===== src/sv/hcalu_pkg.sv =====
package hcalu_pkg;

  // operation codes; 29 to 31 are unused and act as a no-op
  typedef enum logic [4:0] {
    OP_ADD  = 5'd0,
    OP_ADC  = 5'd1,
    OP_SUB  = 5'd2,
    OP_SBC  = 5'd3,
    OP_AND  = 5'd4,
    OP_XOR  = 5'd5,
    OP_OR   = 5'd6,
    OP_CP   = 5'd7,
    OP_INC  = 5'd8,
    OP_DEC  = 5'd9,
    OP_DAA  = 5'd10,
    OP_CPL  = 5'd11,
    OP_SCF  = 5'd12,
    OP_CCF  = 5'd13,
    OP_RLCA = 5'd14,
    OP_RRCA = 5'd15,
    OP_RLA  = 5'd16,
    OP_RRA  = 5'd17,
    OP_RLC  = 5'd18,
    OP_RRC  = 5'd19,
    OP_RL   = 5'd20,
    OP_RR   = 5'd21,
    OP_SLA  = 5'd22,
    OP_SRA  = 5'd23,
    OP_SWAP = 5'd24,
    OP_SRL  = 5'd25,
    OP_BIT  = 5'd26,
    OP_RES  = 5'd27,
    OP_SET  = 5'd28
  } op_t;

  // flag bit positions
  localparam int unsigned FLAG_Z = 3;
  localparam int unsigned FLAG_N = 2;
  localparam int unsigned FLAG_H = 1;
  localparam int unsigned FLAG_C = 0;

  // decimal adjust constants
  localparam logic [7:0] DAA_ADJ_LO = 8'h06;
  localparam logic [7:0] DAA_ADJ_HI = 8'h60;
  localparam logic [7:0] DAA_LIMIT  = 8'h99;
  localparam logic [3:0] DAA_NIB_MAX = 4'h9;

  typedef struct packed {
    logic [4:0] op;
    logic [7:0] operand_a;
    logic [7:0] operand_b;
    logic [2:0] bit_index;
    logic [3:0] flags_in;
  } alu_in_t;

  typedef struct packed {
    logic [7:0] result;
    logic [3:0] flags_out;
    logic       write_result;
  } alu_out_t;

endpackage


===== src/sv/handheld_cpu_alu_8bit_top.sv =====
// 8-bit handheld cpu alu with z/n/h/c flags
//
// input channel: in_valid / in_data / in_stall carries one operation per
// transaction (op code, two operand bytes, bit index, incoming flags).
// output channel: out_valid / out_data / out_stall returns one result per
// transaction: result byte, new flags and the write-back enable.
//
// the operation is latched into the input register when accepted, decoded
// and computed by one pass of 8-bit add/shift logic, and captured in the
// output register when that register is empty or being read out.
// throughput: one transaction per cycle, sustained, as long as out_stall
// stays low.
//
// when the receiver stalls, the output register holds its transaction and
// the input register still takes one more; in_stall rises only when both
// registers are full and out_stall is high.
// reset clears both valid flags; no transaction is in flight afterwards.
module handheld_cpu_alu_8bit_top
  import hcalu_pkg::*;
(
  input  logic     clk,
  input  logic     rst_n,
  input  logic     in_valid,
  input  alu_in_t  in_data,
  output logic     in_stall,
  output logic     out_valid,
  output alu_out_t out_data,
  input  logic     out_stall
);

  logic     s1_valid_r;
  logic     s1_valid_nxt;
  alu_in_t  s1_data_r;
  logic     out_valid_r;
  logic     out_valid_nxt;
  alu_out_t out_data_r;
  alu_out_t core_out;
  logic     out_en;
  logic     s1_en;

  // stage enables
  assign out_en   = !out_valid_r || !out_stall;
  assign s1_en    = !s1_valid_r || out_en;
  assign in_stall = !s1_en;

  assign s1_valid_nxt  = s1_en ? in_valid : s1_valid_r;
  assign out_valid_nxt = out_en ? s1_valid_r : out_valid_r;

  // input register
  always_ff @(posedge clk) begin
    if (!rst_n) begin
      s1_valid_r <= 1'b0;
    end else begin
      s1_valid_r <= s1_valid_nxt;
    end
  end

  always_ff @(posedge clk) begin
    if (s1_en) begin
      s1_data_r <= in_data;
    end
  end

  // alu datapath
  hcalu_core u_core (
    .alu_in  (s1_data_r),
    .alu_out (core_out)
  );

  // result register
  always_ff @(posedge clk) begin
    if (!rst_n) begin
      out_valid_r <= 1'b0;
    end else begin
      out_valid_r <= out_valid_nxt;
    end
  end

  always_ff @(posedge clk) begin
    if (out_en) begin
      out_data_r <= core_out;
    end
  end

  assign out_valid = out_valid_r;
  assign out_data  = out_data_r;

`ifndef SYNTHESIS
  // stall only when both registers hold a transaction
  a_stall_full: assert property (@(posedge clk) disable iff (!rst_n)
    in_stall |-> (s1_valid_r && out_valid_r && out_stall))
    else $error("input stalled while pipeline has room");

  // a pending transaction moves into an empty result register
  a_advance: assert property (@(posedge clk) disable iff (!rst_n)
    (s1_valid_r && !out_valid_r) |=> out_valid_r)
    else $error("transaction did not advance to result register");

  // an accepted transaction always lands in the input register
  a_capture: assert property (@(posedge clk) disable iff (!rst_n)
    (in_valid && !in_stall) |=> s1_valid_r)
    else $error("accepted transaction lost");

  // reset empties the result register
  a_reset: assert property (@(posedge clk)
    !rst_n |=> !out_valid_r)
    else $error("result valid after reset");
`endif

endmodule


===== src/sv/hcalu_core.sv =====
module hcalu_core
  import hcalu_pkg::*;
(
  input  alu_in_t  alu_in,
  output alu_out_t alu_out
);

  logic [7:0] a;
  logic [7:0] b;
  logic [3:0] fl;
  logic       cin;
  logic       nin;
  logic       hin;
  logic       zin;
  logic       carry_t;
  logic       sub_t;
  logic [8:0] sum9;
  logic [4:0] sum_half;
  logic [8:0] diff9;
  logic [4:0] diff_half;
  logic [7:0] inc_r;
  logic [7:0] dec_r;
  logic [7:0] daa_adj;
  logic       daa_c;
  logic [7:0] daa_r;
  logic [7:0] bit_mask;
  logic [7:0] res;
  logic [3:0] flg;
  logic       wr;

  assign a   = alu_in.operand_a;
  assign b   = alu_in.operand_b;
  assign fl  = alu_in.flags_in;
  assign cin = fl[FLAG_C];
  assign nin = fl[FLAG_N];
  assign hin = fl[FLAG_H];
  assign zin = fl[FLAG_Z];

  // adder and subtractor with half-carry and borrow
  assign carry_t   = (alu_in.op == OP_ADC) ? cin : 1'b0;
  assign sub_t     = (alu_in.op == OP_SBC) ? cin : 1'b0;
  assign sum9      = {1'b0, a} + {1'b0, b} + {8'd0, carry_t};
  assign sum_half  = {1'b0, a[3:0]} + {1'b0, b[3:0]} + {4'd0, carry_t};
  assign diff9     = {1'b0, a} - {1'b0, b} - {8'd0, sub_t};
  assign diff_half = {1'b0, a[3:0]} - {1'b0, b[3:0]} - {4'd0, sub_t};
  assign inc_r     = a + 8'd1;
  assign dec_r     = a - 8'd1;

  // decimal adjust
  always_comb begin
    daa_adj = 8'd0;
    daa_c   = 1'b0;
    if (hin || (!nin && (a[3:0] > DAA_NIB_MAX))) begin
      daa_adj = DAA_ADJ_LO;
    end
    if (cin || (!nin && (a > DAA_LIMIT))) begin
      daa_adj = daa_adj | DAA_ADJ_HI;
      daa_c   = 1'b1;
    end
  end
  assign daa_r = nin ? (a - daa_adj) : (a + daa_adj);

  assign bit_mask = 8'd1 << alu_in.bit_index;

  // operation select
  always_comb begin
    res = a;
    flg = fl;
    wr  = 1'b1;
    case (alu_in.op)
      OP_ADD, OP_ADC: begin
        res = sum9[7:0];
        flg = {(res == 8'd0), 1'b0, sum_half[4], sum9[8]};
      end
      OP_SUB, OP_SBC: begin
        res = diff9[7:0];
        flg = {(res == 8'd0), 1'b1, diff_half[4], diff9[8]};
      end
      OP_CP: begin
        wr  = 1'b0;
        flg = {(diff9[7:0] == 8'd0), 1'b1, diff_half[4], diff9[8]};
      end
      OP_AND: begin
        res = a & b;
        flg = {(res == 8'd0), 1'b0, 1'b1, 1'b0};
      end
      OP_XOR: begin
        res = a ^ b;
        flg = {(res == 8'd0), 3'b000};
      end
      OP_OR: begin
        res = a | b;
        flg = {(res == 8'd0), 3'b000};
      end
      OP_INC: begin
        res = inc_r;
        flg = {(res == 8'd0), 1'b0, (res[3:0] == 4'h0), cin};
      end
      OP_DEC: begin
        res = dec_r;
        flg = {(res == 8'd0), 1'b1, (res[3:0] == 4'hF), cin};
      end
      OP_DAA: begin
        res = daa_r;
        flg = {(res == 8'd0), nin, 1'b0, daa_c};
      end
      OP_CPL: begin
        res = ~a;
        flg = {zin, 1'b1, 1'b1, cin};
      end
      OP_SCF: begin
        wr  = 1'b0;
        flg = {zin, 1'b0, 1'b0, 1'b1};
      end
      OP_CCF: begin
        wr  = 1'b0;
        flg = {zin, 1'b0, 1'b0, ~cin};
      end
      // accumulator rotates always clear z
      OP_RLCA: begin
        res = {a[6:0], a[7]};
        flg = {3'b000, a[7]};
      end
      OP_RRCA: begin
        res = {a[0], a[7:1]};
        flg = {3'b000, a[0]};
      end
      OP_RLA: begin
        res = {a[6:0], cin};
        flg = {3'b000, a[7]};
      end
      OP_RRA: begin
        res = {cin, a[7:1]};
        flg = {3'b000, a[0]};
      end
      OP_RLC: begin
        res = {a[6:0], a[7]};
        flg = {(res == 8'd0), 2'b00, a[7]};
      end
      OP_RRC: begin
        res = {a[0], a[7:1]};
        flg = {(res == 8'd0), 2'b00, a[0]};
      end
      OP_RL: begin
        res = {a[6:0], cin};
        flg = {(res == 8'd0), 2'b00, a[7]};
      end
      OP_RR: begin
        res = {cin, a[7:1]};
        flg = {(res == 8'd0), 2'b00, a[0]};
      end
      OP_SLA: begin
        res = {a[6:0], 1'b0};
        flg = {(res == 8'd0), 2'b00, a[7]};
      end
      OP_SRA: begin
        res = {a[7], a[7:1]};
        flg = {(res == 8'd0), 2'b00, a[0]};
      end
      OP_SWAP: begin
        res = {a[3:0], a[7:4]};
        flg = {(res == 8'd0), 3'b000};
      end
      OP_SRL: begin
        res = {1'b0, a[7:1]};
        flg = {(res == 8'd0), 2'b00, a[0]};
      end
      OP_BIT: begin
        wr  = 1'b0;
        flg = {((a & bit_mask) == 8'd0), 1'b0, 1'b1, cin};
      end
      OP_RES: begin
        res = a & ~bit_mask;
      end
      OP_SET: begin
        res = a | bit_mask;
      end
      default: begin
        wr = 1'b0;
      end
    endcase
  end

  assign alu_out.result       = res;
  assign alu_out.flags_out    = flg;
  assign alu_out.write_result = wr;

endmodule


===== config.mk =====
export PLATFORM = sky130hd
export DESIGN_NAME = handheld_cpu_alu_8bit_top
export DESIGN_NICKNAME = d
export VERILOG_FILES = /design/src/sv/hcalu_pkg.sv /design/src/sv/handheld_cpu_alu_8bit_top.sv /design/src/sv/hcalu_core.sv
export SDC_FILE = /design/constraint.sdc
export NUM_CORES = 1
export LEC_CHECK = 0
export BUFFER_PORTS_ARGS = -buffer_cell sky130_fd_sc_hd__buf_2
export CAP_MARGIN = 20
export CORE_MARGIN = 1.5
export CORE_UTILIZATION = 35
export CTS_CLUSTER_SIZE = 25
export DETAILED_ROUTE_END_ITERATION = 6
export SETUP_SLACK_MARGIN = 0.02
export SYNTH_ARGS = -nofsm -noshare
export SYNTH_HDL_FRONTEND = slang
export SYNTH_SLANG_ARGS = --single-unit

===== constraint.sdc =====
create_clock -name clk -period 7.1 [get_ports clk]
set_clock_uncertainty 0.15 [all_clocks]
set_input_delay 0.355 -clock clk [delete_from_list [all_inputs] [get_ports clk]]
set_output_delay 0.355 -clock clk [all_outputs]
set_load 0.03 [all_outputs]

==> results.sh, run 1 <==
export IMPL_antenna_found_initial=0
export IMPL_gp_congestion=1.041
export IMPL_fin_crit_sh_pct=61.04
export IMPL_synth_top_flop_cell="edfxtp_1"
export IMPL_ant_nets=0
export IMPL_syn_cell_area_sq_um=4703
export IMPL_min_path_type="in -> reg"
export IMPL_globalRouteTotalUtil_pct=24.66
export IMPL_worst_path_max_fanout=22
export IMPL_worstMarginPinSlew_ns=1.116
export IMPL_slew_viol_final=0
export IMPL_die_w_um=118.9
export IMPL_die_h_um=118.9
export IMPL_drc=0
export IMPL_cts_tree="yes"
export IMPL_drt_initial_drc_count=588
export IMPL_final_nets=644
export IMPL_leakagePower_uw=0.002045
export IMPL_first_pass_iters=5
export IMPL_grt_pass1_wl_um=26200
export IMPL_yosysTopAreaCell="edfxtp_1"
export IMPL_routed_top_layer="met4"
export IMPL_wl_per_cell_um=23.41
export IMPL_fmax_mhz=230.7
export IMPL_setup_viol=0
export IMPL_start_kind="register"
export IMPL_vias=4623
export IMPL_power_density_nw_per_um2=171.6
export IMPL_synth_cell_types=80
export IMPL_fp_coreArea_sq_um=13190
export IMPL_cts_sinks=43
export IMPL_required_ns=7.00
export IMPL_async_flop_share_pct=0
export IMPL_drv_cap=0
export IMPL_clockBufferDepth=2
export IMPL_hold_violations=0
export IMPL_syn_num_nets=616
export IMPL_num_rows=42
export IMPL_root_buffer="clkbuf_16"
export IMPL_postCtsSetupBuffers=0
export IMPL_synth_edff_count=41
export IMPL_power_total_uw=887.5
export IMPL_place_hpwl_um=13090
export IMPL_cts_max_level=2
export IMPL_dpl_cell_count=733
export IMPL_synth_top_area_share_pct=26.18
export IMPL_slew_headroom_pct=25.04
export IMPL_overflow=0
export IMPL_grt_pass1_vias=4325
export IMPL_syn2layout_area_growth_pct=9.949
export IMPL_wl_met2_um=7449
export IMPL_synth_area_leaders="edfxtp_1, ha_1, xnor2_1, nand2_1, o21ai_0"
export IMPL_met1_length_um=7149
export IMPL_layout_drive_gt1_share_pct=14.34
export IMPL_grt_max_degree=32
export IMPL_clk_pin_slew_ns=0.06
export IMPL_crit_type="reg -> reg"
export IMPL_finalSetupTns_ns=0
export IMPL_status="completed"
export IMPL_diodes=0
export IMPL_dieArea_sq_um=14140
export IMPL_ios=47
export IMPL_yosysSeqAreaShare_pct=27.03
export IMPL_yosys_warnings=0
export IMPL_ctsResizeCount=0
export IMPL_arrival_ns=4.24
export IMPL_cts_buffers=5
export IMPL_endpoint_kind="register"
export IMPL_routed_wl_um=17350
export IMPL_avgSynthCellArea_sq_um=8.775
export IMPL_nFillCells=1343
export IMPL_initial_core_util_pct=35.66
export IMPL_synthCells=536
export IMPL_synth_seq_cells=43
export IMPL_clock_latency_ns=0.30
export IMPL_ir_drop_uv=120.4
export IMPL_vias_per_cell=6.239
export IMPL_rsz0062_at_grt="false"
export IMPL_final_cells=741
export IMPL_post_route_min_period_ns=4.334
export IMPL_worst_hold_slack_ns=0.07534
export IMPL_portBuffers=46
export IMPL_wl_met3_um=2060
export IMPL_cts_hold_buf=0
power by group:
group	switching (uW)	leakage, uW	internal (uW)
logic	202	0.00153	119
registers	28.7	0.000451	304
clock network	104	0.0000669	130
final timing paths:
path                  from            end  slack [ns]  depth (start not counted)
max          s1_data_r[16]   out_data[12]        2.77                         16
min            in_data[11]  s1_data_r[11]        0.08                          1
min reg2reg     s1_valid_r      out_valid        0.35                          2
max reg2reg  s1_data_r[16]   out_data[12]        2.77                         16
final cells by class:
class	count	area (sq um)	area share, %
clock buffer	6	128.9	2.492
clock inverter	2	12.51	0.2420
inverter	33	123.9	2.395
multi-input combinational	426	3117	60.27
sequential	43	1271	24.58
tap	176	220.2	4.258
timing repair buffer	55	297.8	5.759
flip-flops by register name, indices dropped and copies added, names as in the netlist:
name,count
s1_data_r,28
s1_valid_r,1
out_valid,1
out_data,13
cell usage in the layout (no fill, tap or decap), drive strengths merged, types with 5 or more instances in the layout:
master	n
a21oi	22
nor2b	13
clkbuf	6
nand3	19
a221oi	10
nand2b	8
edfxtp	41
a221o	5
a22oi	9
buf	55
a211oi	5
a21o	6
nand4	13
nor3	26
and3	6
nor2	36
nor4	7
xnor2	26
o22ai	13
ha	44
nand2	40
a31oi	5
o31ai	5
inv	33
o21ai	31
metrics by stage:
stage / util (%) / setup WS [ns] / cell area, sq um
2_1_floorplan: - / 3.424 / 4703
3_3_place_gp: 38.13 / 2.950 / 5030
3_5_place_dp: 38.13 / 2.908 / 5030
4_1_cts: 39.21 / 2.889 / 5171
5_1_grt: 39.21 / 2.491 / 5171
6_report: 39.21 / 2.766 / 5171
cells in the mapped netlist, types with 6 or more instances:
library cell and instances:
nand4_1 13, a22oi_1 8, nand2b_1 7, o22ai_1 13, a21o_1 6, a21oi_1 22, xnor2_1 26, nor2b_1 12
edfxtp_1 41, nor2_1 35, nand2_1 40, nand3_1 18, clkbuf_1 11, o21ai_0 30, inv_1 33, buf_2 12
a221oi_1 9, and3_1 6, nor3_1 23, ha_1 44
logic make-up after synthesis:
group	synth area share, %
simple gates	22.43
compound gates	23.25
buf+inv	6.704
fa+ha+maj	13.41
flops	27.03
xor+xnor	5.587
mux	1.596
layer usage:
layer	vias up	track usage, %
li1	2079	-
met1	2180	33.79
met2	315	36.81
met3	49	5.747
met4	0	11.30
met5	-	0
worst max-delay path, cell delays in order, from the launching register on:
cell and delay [ns]:
edfxtp_1 0.36, buf_4 0.24, inv_1 0.38, ha_1 0.44, nor2_1 0.07, o21ai_0 0.23
o211ai_1 0.12, a31oi_1 0.43, ha_1 0.31, nand2_1 0.07, o21ai_0 0.09, ha_1 0.35
nand2_1 0.06, o21ai_0 0.24, xnor2_1 0.24, o22ai_1 0.12, o22a_1 0.18
Note: power is estimated with default switching activity, not from simulation.
==> run 2, diff against run 1 <==
Settings changed: ABC_AREA set to 1.
Clock period 7.1 ns to 3.7 ns, I/O delays scaled along.
==> run 2 against run 1 <==
Net effect: critical path depth shrank 2; cell count up 44%; critical endpoint unchanged; die area up 7.6%; power is 110% higher; largest cell class unchanged; synthesized cell count grew 47%.
==> results.sh, run 2 <==
export IMPL_r2r_end="out_data[12]"
export IMPL_synth_seq_cells=43
export IMPL_hold_depth=3
export IMPL_vias=5773
export IMPL_drt_initial_drc_count=711
export IMPL_final_common_cell="nand2_1"
export IMPL_vias_per_cell=5.421
export IMPL_synth_top_area_share_pct=24.28
export IMPL_ios=47
export IMPL_ir_drop_uv=232.9
export IMPL_die_w_um=123.4
export IMPL_crit_type="reg -> reg"
export IMPL_synthCells=790
export IMPL_async_flop_share_pct=0
export IMPL_required_ns=3.59
export IMPL_crit_start="s1_data_r[23]"
export IMPL_syn2layout_area_growth_pct=20.80
export IMPL_postCtsSetupBuffers=0
export IMPL_leakagePower_uw=0.002991
export IMPL_root_buffer="clkbuf_16"
export IMPL_num_rows=43
export IMPL_syn_cell_area_sq_um=5071
export IMPL_endpoint="out_data[12]"
export IMPL_fmax_mhz=299.6
export IMPL_avgSynthCellArea_sq_um=6.419
export IMPL_yosysMostFrequentCell="nand2_1"
export IMPL_endpoint_kind="register"
export IMPL_synth_common_cells="nand2_1, nor2_1, inv_1"
export IMPL_layout_drive_gt1_share_pct=13.11
export IMPL_first_pass_iters=5
export IMPL_status="completed"
export IMPL_largest_register_ffs=28
export IMPL_worstMarginPinSlew_ns=0.7833
export IMPL_synth_top_flop_cell="edfxtp_1"
export IMPL_dpl_cell_count=1026
export IMPL_final_nets=964
export IMPL_globalRouteTotalUtil_pct=25.61
export IMPL_synth_area_leaders="edfxtp_1, nand2_1, ha_1, nor2_1, inv_1"
export IMPL_place_hpwl_um=15030
export IMPL_initial_core_util_pct=36.25
export IMPL_setup_viol=0
export IMPL_gp_congestion=1.001
export IMPL_worstReg2RegStart="s1_data_r[23]"
export IMPL_r2r_cells=14
export IMPL_rsz0062_at_grt="false"
export IMPL_cts_buffers=5
export IMPL_yosys_warnings=0
export IMPL_diodes=0
export IMPL_hold_violations=0
export IMPL_power_density_nw_per_um2=310.2
export IMPL_antenna_found_initial=0
export IMPL_grt_pass1_vias=5313
export IMPL_worst_hold_slack_ns=0.2367
export IMPL_drv_cap=0
export IMPL_start_kind="register"
export IMPL_portBuffers=46
export IMPL_fin_util_pct=43.79
export IMPL_cts_max_level=2
export IMPL_die_h_um=123.4
export IMPL_mostFrequentLayoutCells="nand2_1, nor2_1, inv_1"
export IMPL_clock_latency_ns=0.31
export IMPL_nFillCells=1462
export IMPL_clk_pin_slew_ns=0.07
export IMPL_synth_cell_types=43
export IMPL_yosysSeqAreaShare_pct=25.07
export IMPL_post_route_min_period_ns=3.338
export IMPL_ant_nets=0
export IMPL_final_cells=1065
export IMPL_fin_crit_sh_pct=90.22
export IMPL_finalSetupTns_ns=0
export IMPL_fp_coreArea_sq_um=13990
export IMPL_clockBufferDepth=2
export IMPL_syn_num_nets=870
export IMPL_dieArea_sq_um=15220
export IMPL_synth_edff_count=41
export IMPL_slew_headroom_pct=47.43
export IMPL_final_area_sq_um=6126
export IMPL_drc=0
export IMPL_largest_register="s1_data_r"
export IMPL_postPlaceCellArea_sq_um=5647
export IMPL_cts_sinks=43
export IMPL_worst_path_max_fanout=8
export IMPL_routed_wl_um=19040
export IMPL_min_path_type="in -> reg"
export IMPL_wl_per_cell_um=17.88
export IMPL_arrival_ns=3.22
export IMPL_yosysTopAreaCell="edfxtp_1"
export IMPL_grt_max_degree=23
export IMPL_grt_pass1_wl_um=28790
export IMPL_cts_tree="yes"
export IMPL_slew_viol_final=0
export IMPL_r2r_slack_ns=0.36
export IMPL_overflow=0
[run 2: final cells by class]
type                    instances  area (sq um)  share of cell area, %
multi-input cells             624          3333                  54.41
repair buffers                102         728.2                  11.89
clock inverters                 1         30.03                 0.4902
clock buffers                   7         132.6                  2.165
inverters                     108         405.4                  6.618
flip-flops and latches         43          1271                  20.75
well taps                     180         225.2                  3.676
[run 2: cells by family after synthesis]
kind of cell | after synthesis | share of synthesized area [%]
and+or+nand+nor | 466 | 39.60
buffers and inverters | 123 | 9.326
adders and majority gates | 48 | 12.44
xor gates and xnor gates | 8 | 1.382
AOI/OAI and AO/OA | 102 | 12.19
DFF | 43 | 25.07
[run 2: worst min path at each step]
stage               slack, ns   startpoint       endpoint
floorplan                0.13   in_data[0]   s1_data_r[0]
global placement         0.21  in_data[24]  s1_data_r[24]
detailed placement       0.21   in_data[0]   s1_data_r[0]
CTS                      0.25    out_stall    out_data[9]
global route             0.27    out_stall    out_data[9]
finish                   0.24    out_stall    out_data[9]
[run 2: per-layer routing]
| layer | track usage, % | up-vias | routed length (um) |
|---|---|---|---|
| li1 | - | 2794 | - |
| met1 | 34.17 | 2570 | 8145 |
| met2 | 39.24 | 351 | 7972 |
| met3 | 6.181 | 58 | 2069 |
| met4 | 11.42 | 0 | 854 |
| met5 | 0 | - | 0 |
[run 2: metrics by stage]
step	power, uW	setup slack, ns
after floorplan	1117	0.2802
final	1901	0.3620
after global routing	1996	0.03039
after detailed placement	1346	0.3675
after global placement	1349	0.4111
after CTS	1890	0.3531
[run 2: worst max-delay path, cell delays in order, from the launching register on]
cell and delay (ns):
edfxtp_1 0.50, nand2_2 0.14, nor2_2 0.25, nand3_1 0.15, fa_1 0.54, inv_1 0.05
ha_1 0.18, o21ai_0 0.17, nand2_1 0.10, nand2_1 0.09, nand3b_1 0.10, nand3_1 0.13
nand2_1 0.06, nor2_1 0.30, nand4_1 0.14
[run 2: power by group]
part	internal (uW)	leakage (uW)	switching (uW)	total [uW]
registers	595	0.000451	40.2	635
logic	252	0.00246	494	745
clock network	320	0.0000781	200	520
[run 2: timing repair]
item                                    CTS  global route
endpoints found under the setup margin    0             2
hold buffers                             31             0
endpoints found under the hold margin    30             0
gates resized for setup                   0             1
==> run 3, diff against run 2 <==
Settings changed: CORE_ASPECT_RATIO set to 0.75, PLACE_DENSITY set to 0.51.
Clock period 3.7 ns to 3.3 ns, I/O delays scaled along.
==> run 3 against run 2 <==
Net effect: critical endpoint is now out_data[4]; non-clock buffer count rose by 22; critical path depth rose by 8; combinational power rose by 25%; largest power group unchanged; setup slack got worse by 0.19 ns; register-to-register slack got worse by 0.19 ns.
==> results.sh, run 3 (same netlist as run 2, synthesis figures left out) <==
export IMPL_arrival_ns=3.01
export IMPL_slew_headroom_pct=51.58
export IMPL_grt_max_degree=29
export IMPL_nFillCells=1460
export IMPL_post_route_min_period_ns=3.132
export IMPL_antenna_found_initial=0
export IMPL_worst_path_max_fanout=3
export IMPL_rsz0062_at_grt="true"
export IMPL_clock_latency_ns=0.30
export IMPL_hold_violations=0
export IMPL_ant_nets=0
export IMPL_grt_pass1_wl_um=32240
export IMPL_routed_wl_um=21470
export IMPL_endpoint_kind="register"
export IMPL_leakagePower_uw=0.003104
export IMPL_cts_buffers=5
export IMPL_grt_pass1_vias=5435
export IMPL_fp_coreArea_sq_um=13930
export IMPL_fmax_mhz=319.3
export IMPL_dieArea_sq_um=15230
export IMPL_p_int_uw=1350
export IMPL_diodes=0
export IMPL_power_switching_uw=862.5
export IMPL_overflow=0
export IMPL_slew_viol_final=0
export IMPL_die_h_um=107.2
export IMPL_status="completed"
export IMPL_min_path_type="reg -> reg"
export IMPL_p_seq_share_pct=31.7
export IMPL_fin_util_pct=46.34
export IMPL_pwr_share_comb_pct=42.0
export IMPL_gp_congestion=1.013
export IMPL_final_common_cell="nand2_1"
export IMPL_ir_drop_uv=177.1
export IMPL_place_hpwl_um=17140
export IMPL_largest_register="s1_data_r"
export IMPL_first_pass_iters=6
export IMPL_cts_tree="yes"
export IMPL_drt_initial_drc_count=735
export IMPL_cts_sinks=43
export IMPL_root_buffer="clkbuf_16"
export IMPL_die_w_um=142.0
export IMPL_num_rows=37
export IMPL_cts_max_level=2
export IMPL_drc=0
export IMPL_largest_register_ffs=28
export IMPL_wl_per_cell_um=19.48
export IMPL_drv_cap=0
export IMPL_fin_crit_sh_pct=94.92
export IMPL_ios=47
export IMPL_vias_per_cell=5.368
export IMPL_p_clk_share_pct=26.3
export IMPL_setup_viol=0
export IMPL_dpl_cell_count=1057
export IMPL_worstMarginPinSlew_ns=0.7237
export IMPL_required_ns=3.18
export IMPL_clockBufferDepth=2
export IMPL_initial_core_util_pct=36.39
export IMPL_globalRouteTotalUtil_pct=28.85
export IMPL_final_nets=986
export IMPL_mostFrequentLayoutCells="nand2_1, nor2_1, inv_1"
export IMPL_crit_type="reg -> reg"
export IMPL_clk_pin_slew_ns=0.07
export IMPL_vias=5916
export IMPL_p_sw_share_pct=38.97
export IMPL_final_cells=1102
export IMPL_power_density_nw_per_um2=342.7
export IMPL_syn2layout_area_growth_pct=27.34
export IMPL_start_kind="register"
export IMPL_portBuffers=46
export IMPL_layout_drive_gt1_share_pct=19.07
## run 3: critical path, cell delays in order, from the launching register on
cell and delay, ns:
edfxtp_1 0.44, inv_2 0.06, ha_2 0.19, nand2_2 0.06, nand2_2 0.06, o21ai_2 0.18
nand3_1 0.11, nand2_2 0.10, inv_2 0.05, buf_4 0.13, nand2_1 0.08, o21ai_1 0.09
ha_1 0.34, nand2_2 0.10, inv_1 0.06, a21oi_2 0.13, nand3_1 0.09, nand2_1 0.08
nor2_1 0.04, nand2_1 0.05, nand2_1 0.05, nor2_1 0.10, nand4_1 0.12
## run 3: what timing repair did
| action | CTS | global route |
|---|---|---|
| hold buffers | 31 | 0 |
| gates cloned | 0 | 0 |
| hold endpoints to repair | 30 | 0 |
| endpoints found under the setup margin | 3 | 7 |
| pin swaps | 2 | 13 |
| setup buffers | 1 | 6 |
| resized for setup | 4 | 33 |
## run 3: stage by stage
| stage | worst slack (ns) | TNS (ns) | area (sq um) | hold WS [ns] | power, uW |
|---|---|---|---|---|---|
| 3_5_place_dp | -0.1052 | -0.1716 | 5792 | 0.1931 | 1553 |
| 4_1_cts | 0.02155 | 0 | 6289 | 0.3205 | 2175 |
| 2_1_floorplan | 0.02911 | 0 | 5084 | 0.1139 | 1255 |
| 3_3_place_gp | -0.03752 | -0.04705 | 5792 | 0.1917 | 1553 |
| 6_report | 0.1677 | 0 | 6457 | 0.3164 | 2213 |
| 5_1_grt | -0.01350 | -0.01350 | 6457 | 0.3480 | 2344 |
## run 3: final cells by class
| class | instances | area (sq um) | share of cell area, % |
|---|---|---|---|
| clock buffers | 5 | 125.1 | 1.938 |
| clock inverters | 3 | 43.79 | 0.6782 |
| inverters | 108 | 405.4 | 6.278 |
| multi-input cells | 624 | 3475 | 53.81 |
| flip-flops and latches | 43 | 1271 | 19.69 |
| well taps | 195 | 244.0 | 3.778 |
| repair buffers | 124 | 893.4 | 13.83 |
## run 3: metal layers
layer | routed length, um | share of wire [%] | global-route usage, % | vias up
li1 | - | - | - | 2843
met1 | 10250 | 48 | 42.82 | 2728
met2 | 8713 | 41 | 41.78 | 310
met3 | 1988 | 9.3 | 5.583 | 35
met4 | 516 | 2.4 | 8.689 | 0
met5 | 0 | 0 | 0 | -
## run 3: power by group through the flow
stage	clock network, uW	registers, uW	logic, uW
final	581	701	930
after global routing	614	708	1020
after CTS	599	701	875
after detailed placement	0	713	840
after global placement	0	713	840
after floorplan	0	783	472
## run 3: final timing paths
kind / from / endpoint / slack, ns / cells past startpoint
hold reg to reg: s1_valid_r / out_valid / 0.32 / 2
setup / recovery: s1_data_r[15] / out_data[4] / 0.17 / 22
setup reg to reg: s1_data_r[15] / out_data[4] / 0.17 / 22
hold / removal: s1_valid_r / out_valid / 0.32 / 2
